<file path="config.mk">
export PLATFORM = sky130hd
export DESIGN_NAME = rlbe_ctrl
export DESIGN_NICKNAME = d
export VERILOG_FILES = /design/src/rlbe_pkg.sv /design/src/rlbe_ctrl.sv
export SDC_FILE = /design/constraint.sdc
export NUM_CORES = 1
export LEC_CHECK = 0
export ABC_AREA = 1
export BUFFER_PORTS_ARGS = -buffer_cell sky130_fd_sc_hd__buf_2
export CELL_PAD_IN_SITES_DETAIL_PLACEMENT = 0
export CELL_PAD_IN_SITES_GLOBAL_PLACEMENT = 2
export CORE_ASPECT_RATIO = 1.2
export CORE_MARGIN = 3
export CORE_UTILIZATION = 17
export DETAILED_ROUTE_END_ITERATION = 12
export GPL_TIMING_DRIVEN = 0
export PLACE_DENSITY_LB_ADDON = 0.1
export SYNTH_ARGS = -nofsm -noshare
export SYNTH_HDL_FRONTEND = slang
export SYNTH_SLANG_ARGS = --single-unit
</file>
<file path="constraint.sdc">
create_clock -name clk -period 1.1 [get_ports clk]
set_input_delay 0.165 -clock clk [delete_from_list [all_inputs] [get_ports clk]]
set_output_delay 0.165 -clock clk [all_outputs]
set_load 0.005 [all_outputs]
</file>
<file path="src/rlbe_pkg.sv">
package rlbe_pkg;

  localparam int MAX_LEDS  = 256;
  localparam int LED_AW    = (MAX_LEDS > 1) ? $clog2(MAX_LEDS) : 1;
  localparam int CNT_W     = $clog2(MAX_LEDS + 1);
  localparam int MEM_AW    = LED_AW + 1;
  localparam int MEM_DEPTH = 2 ** MEM_AW;
  // MAX_LEDS never exceeds half the store, so MEM_AW bits hold every sweep value.
  localparam int SWP_W     = MEM_AW;

  localparam int CFG_W     = 12;
  localparam int CFG_IDX_W = 2;

  localparam logic [CFG_IDX_W-1:0] CFG_ONE_HIGH  = 2'd0;
  localparam logic [CFG_IDX_W-1:0] CFG_ZERO_HIGH = 2'd1;
  localparam logic [CFG_IDX_W-1:0] CFG_PAUSE     = 2'd2;
  localparam logic [CFG_IDX_W-1:0] CFG_WHITE     = 2'd3;

  localparam logic [9:0]  ONE_HIGH_RST  = 10'd58;
  localparam logic [9:0]  ZERO_HIGH_RST = 10'd33;
  localparam logic [11:0] PAUSE_RST     = 12'd72;

  localparam logic [5:0] BITS_RGBW = 6'd32;
  localparam logic [5:0] BITS_RGB  = 6'd24;

  localparam logic [2:0] ACT_WRITE_ONE  = 3'd0;
  localparam logic [2:0] ACT_FILL       = 3'd1;
  localparam logic [2:0] ACT_FILL_START = 3'd2;
  localparam logic [2:0] ACT_START      = 3'd3;
  localparam logic [2:0] ACT_TICK       = 3'd4;

  localparam logic [1:0] SLOT_NONE  = 2'd0;
  localparam logic [1:0] SLOT_DATA  = 2'd1;
  localparam logic [1:0] SLOT_PAUSE = 2'd2;

  typedef enum logic [2:0] {
    ST_CLEAR,
    ST_IDLE,
    ST_DISPATCH,
    ST_FILL,
    ST_START,
    ST_COPY,
    ST_COMMIT
  } state_t;

  typedef struct packed {
    logic idle;
    logic capture;
    logic sweep_clear;
    logic clr_step;
    logic fill_step;
    logic start_frame;
    logic start_reject;
    logic copy_step;
    logic tick_read;
    logic commit;
  } cmd_t;

  typedef struct packed {
    logic [2:0] action;
    logic       sending;
    logic       clr_last;
    logic       fill_done;
    logic       copy_done;
    logic       out_free;
  } status_t;

  function automatic logic [LED_AW-1:0] led_addr(input logic [7:0] idx);
    return LED_AW'(idx);
  endfunction

endpackage

</file>
<file path="src/rlbe_ctrl.sv">
module rlbe_ctrl (
  input  logic             clk,
  input  logic             rst,
  input  logic             item_valid,
  input  rlbe_pkg::status_t sts,
  output rlbe_pkg::cmd_t    cmd
);
  import rlbe_pkg::*;

  state_t state;
  state_t state_next;

  always_ff @(posedge clk) begin
    if (rst) begin
      state <= ST_CLEAR;
    end else begin
      state <= state_next;
    end
  end

  always_comb begin
    cmd        = '0;
    state_next = state;
    unique case (state)
      ST_CLEAR: begin
        cmd.clr_step = 1'b1;
        if (sts.clr_last) state_next = ST_IDLE;
      end
      ST_IDLE: begin
        cmd.idle = 1'b1;
        if (item_valid) begin
          cmd.capture = 1'b1;
          state_next  = ST_DISPATCH;
        end
      end
      ST_DISPATCH: begin
        cmd.sweep_clear = 1'b1;
        case (sts.action) inside
          ACT_FILL, ACT_FILL_START: state_next = ST_FILL;
          ACT_START:                state_next = ST_START;
          ACT_TICK: begin
            cmd.tick_read = 1'b1;
            state_next    = ST_COMMIT;
          end
          default:                  state_next = ST_COMMIT;
        endcase
      end
      ST_FILL: begin
        if (sts.fill_done) begin
          state_next = (sts.action == ACT_FILL_START) ? ST_START : ST_COMMIT;
        end else begin
          cmd.fill_step = 1'b1;
        end
      end
      ST_START: begin
        // A frame already going out keeps its buffers; the start is refused.
        if (sts.sending) begin
          cmd.start_reject = 1'b1;
          state_next       = ST_COMMIT;
        end else begin
          cmd.start_frame = 1'b1;
          state_next      = ST_COPY;
        end
      end
      ST_COPY: begin
        cmd.copy_step = 1'b1;
        if (sts.copy_done) state_next = ST_COMMIT;
      end
      ST_COMMIT: begin
        if (sts.out_free) begin
          cmd.commit = 1'b1;
          state_next = ST_IDLE;
        end
      end
      default: state_next = ST_CLEAR;
    endcase
  end

endmodule

</file>
[Word-level counts from Yosys, hierarchy flattened]
Index checks and enable logic that the tools add are counted.
Storage, ports and cells
  register bits: 3
  logic and storage cells: 45
Operators by class
  equal/unequal tests: 15
  multiplexer cells: 26
  reduce and logical (&&, ||, !) cells: 3
Operator list (count)
  3-bit case mux with 7 select lines: 1
  3-bit two-way mux: 6
  1-bit two-way mux: 14
  3-bit by 2-bit equality test with 1-bit output (second input constant): 4
  3-bit equality test (second input constant): 4
  2-bit two-way mux: 5
  2-bit != test (second input constant): 5
  3-bit by 1-bit equality test with 1-bit output (second input constant): 2
  5-bit AND reduction: 1
  3-bit zero test: 1
  2-bit OR reduction: 1

[Logic depth before layout (Yosys ltp)]
  depth after elaboration: 5
  mapped depth: 9
  gate-level depth less buffers: 9

[Worst setup path before layout]
OpenSTA, ideal clock, no wires.
  kind: register -> register
  start point: register state[1]
  end point: register state[0]
  library setup time: 0.114 ns
  arrival: 0.989 ns
  data required time: 0.986 ns
  path slack: -0.003 ns
  stages on the path, launching flop included: 7
  cell sequence: dfxtp_1 > nor2_1 > nand3_2 > nand3_2 > nor2_4 > nor2_1 > nor2_2
Between the ends
  word-level cells in the longest chain between the ends: 3
RTL lines
  start, declared: RTL line rlbe_ctrl.sv:10  | state_t state;
  start signal, assigned: RTL line rlbe_ctrl.sv:17  | state <= state_next;
  3-bit by 2-bit equality test with 1-bit output (tied with other cells): RTL line rlbe_ctrl.sv:24  | unique case (state)
  2-bit != test (no line)
  5-bit AND reduction (no line)
Parallel ways exist; a longest one is shown, timed or not.
A chain may end at the register's enable or synchronous reset.

==> metrics list <==
- Syn_nets: 85
* Routed len/inst: 8.73 um
- Clock slew at the register clock pins of the worst setup and hold paths: 0.03 ns
* Clk_lat worst skew: 0.23 ns
- Yosys printed 0 warnings.
* Start-to-end type of the worst setup path: reg -> out
* Power density cells: 2050 nW/um^2
- The most used flip-flop cell after synthesis is dfxtp_1.
- From synthesis to final layout, the design area changed by 91.5%.
- Post-Synthesis Mean Instance Area: 5.36 um^2
* Library cell occupying the most area in the post-synthesis netlist: inv_1
- Cell with the most instances after synthesis: inv_1
- Number of buffers created by CTS: 3
- Number of register bits inferred by synthesis: 3
- Cell class contributing the biggest share of worst-path delay: buffers and inverters
* Maximum fanout along the worst path: 4
- Clock tree synthesis found a total of 3 sinks.
* Buffers on Ports: 20
* Top cell types by occurrence after synthesis: inv_1, nand2_1, nor2_1
* Cell-by-cell trace of the critical path: buf_6 -> inv_4 -> nand3_4 -> buf_4 -> inv_1 -> buf_2
* Wire length of the first global-routing pass: 1990 um
- Layout cell share with drive strength beyond 1: 0.578
- Headroom to the max-slew limit came out at 0.880.
* Run status: finished, violations left
- Wirelength, routed: 1210 um
- Final hold violations: 0
* Final setup violating endpoints: 13
- GP Congestion: 0.704
* Slowest CP cell: dfxtp_2
* Number of hold buffers added after CTS: 0
- Final HPWL DP: 946 um
- Ranked by total cell area, the synthesized netlist is headed by inv_1, dfxtp_1, nand2_1, nor2_1, nand3_1.
- Worst setup margin: -0.135 ns
- Dividing the final minimum period by the clock period gives 1.12.
* Overall routing resource usage: 0.0873
* Arrival time at the worst endpoint: 1.07 ns
- The most critical setup path has its endpoint at cmd[7].
- Master cell of the clock root buffer: clkbuf_4
- The most critical setup path has its startpoint at state[2]$_SDFFE_PP0P_.
- Violated checks: setup timing
- Number of nets still failing antenna checks after routing: 0
- In the detailed route, the total length drawn on met2 is 596 um.
- Of the post-synthesis cell area, the dominant cell type holds 0.161.
* Maximum count of clock buffers along a single path: 2
- From left edge to right edge, the die measures 50.1 um.
- Highest metal layer used by the detailed router: met3
- CP startpoint kind: flop
- The die covers 2950 um^2.
- Post-detailed-placement cell area: 538 um^2
- In this run the most critical hold path is launched from rst.
* Number of flip-flops in the largest register: 3
- For this run, the detailed router's first-pass iteration total came to 2.
- The worst-case IR drop observed on VDD is 601 uV.
- Together, buffers and inverters on the worst path number 5.
- In this run the number of H-tree levels came out at 1.
- The largest registers in the layout are state: 3 flops.
- Using the TritonRoute via totals, the vias-per-cell ratio works out to 3.86.
- Placeable core region: 2140 um^2
- Cell area after layout: 759 um^2
- Number of global-route vias before repair: 494
- Netlist Area Pre-Place: 397 um^2
* Share of synthesized flip-flops with an asynchronous set or reset: 0
* Number of vias after detailed routing: 536
- Final setup skew: 0.000146 ns
* Initial antenna violation count: 0
* Die H: 58.9 um
- The number of antenna diodes in the final layout is 0.
- The detailed router finished its first iteration with 6 violations.
- Number of distinct library cell variants in the gate-level netlist after synthesis: 17
- Fillcell total: 264
- Number of cells in the design after placement: 124
* Number of cells on the critical path: 6
* Startpoint of the lowest-slack register-to-register path: state[2]$_SDFFE_PP0P_
- The worst hold path belongs to the class in -> reg.
- Setup repair after global routing could not meet its margin everywhere.
* Met3 WL: 60 um
- Entering global routing, the biggest net connects 8 pins.
- The worst register-to-register path has a depth of 9.
- In the routed design, unresolved DRC markers number 0.
- Number of rows in the core area: 18
* MaxCap Viol Count: 0
- Based on the critical path, the design can be clocked at up to 0.810 GHz.
- Pins over their slew limit: 0
- For this configuration, the core starts out at a cell density of 0.185.
* WL met1: 556 um
- IO Pins: 21
- Crit Reg-Reg Endpoint: state[2]$_SDFFE_PP0P_
* Largest register by flop count: state
* Number of cells in the finished layout apart from fillers: 139
* Period minus WS final: 1.23 ns
- Endpoint class of the critical path: primary output
- Count of nets after finishing: 121
* Data required time of the critical path: 0.94 ns
* Share of synthesized area occupied by flip-flops and latches: 0.151
- Reg-to-reg slack, setup: -0.09 ns
* Gr ovfl total: 0
- Measured on the finished design, the core utilization comes to 0.355.
* Largest stage delay, worst path: 0.31 ns
* Worst Tran Pin Value: 0.180 ns
* Clock tree from TritonCTS: done
- Instance count of the mapped netlist: 74
- Cell leakage power: 0.440 nW
- Counting flops with a built-in enable in the synthesized netlist gives 0.
[layout by cell type, fill, tap and decap left out, drive strengths merged, types with 3 or more instances in the layout]
master / Yosys / routed
clkbuf: 0 / 4
dfxtp: 3 / 3
buf: 1 / 32
inv: 19 / 19
nand2: 18 / 18
nor2: 16 / 16
nand3: 11 / 11
[final cells by class]
class	instances	area, um^2	area share
timing repair buffer	31	186	0.245
tap	30	37.5	0.0494
inverter	19	76.3	0.100
clock buffer	4	26.3	0.0346
sequential	3	68.8	0.0906
buffer	1	11.3	0.0148
multi-input combinational	51	353	0.465
[cells by family after synthesis]
logic type / Yosys count / synth area share
simple gates: 49 / 0.625
buf+inv: 20 / 0.199
flops: 3 / 0.151
compound gates: 2 / 0.0252
[metal layers]
metal | up-vias | global-route usage
li1 | 294 | -
met1 | 227 | 0.117
met5 | - | 0
met3 | 0 | 0.00253
met2 | 15 | 0.142
met4 | 0 | 0.0474
[worst register-to-register path: stages, from the launching register on]
cell	delay (ns)
dfxtp_2	0.32
buf_6	0.11
inv_4	0.04
buf_4	0.14
nand3_4	0.08
nand3_4	0.08
nor2_4	0.14
nand2_1	0.07
nand2_1	0.07
nor2_2	0.03
[where the power goes]
part	internal [mW]	total (mW)	switching [mW]
clock network	0.136	0.187	0.0514
registers	0.171	0.248	0.0773
logic	0.519	1.12	0.600
[stage by stage]
step / setup slack [ns] / total power [mW] / hold slack [ns] / TNS [ns]
global route: -0.203 / 1.70 / 0.222 / -2.17
global placement: -0.166 / 0.972 / 0.449 / -0.648
CTS: -0.239 / 1.38 / 0.207 / -1.94
floorplan: 0.0113 / 0.746 / 0.339 / 0
detailed placement: -0.148 / 0.966 / 0.453 / -0.555
finish: -0.135 / 1.55 / 0.206 / -1.24
[how the worst min path moves through the flow]
stage / to / depth (start not counted)
6_report: state[1]$_SDFFE_PP0P_ / 4
2_1_floorplan: state[1]$_SDFFE_PP0P_ / 3
3_3_place_gp: state[1]$_SDFFE_PP0P_ / 4
5_1_grt: state[1]$_SDFFE_PP0P_ / 4
4_1_cts: state[1]$_SDFFE_PP0P_ / 4
3_5_place_dp: state[1]$_SDFFE_PP0P_ / 4
[what timing repair did]
item,CTS,global route
hold endpoints to repair,0,0
gates resized for setup,13,13
cloned,0,0
buffers inserted,8,3
pin swaps,6,10
setup endpoints to repair,13,13
Power figures use the tool's default switching activity.
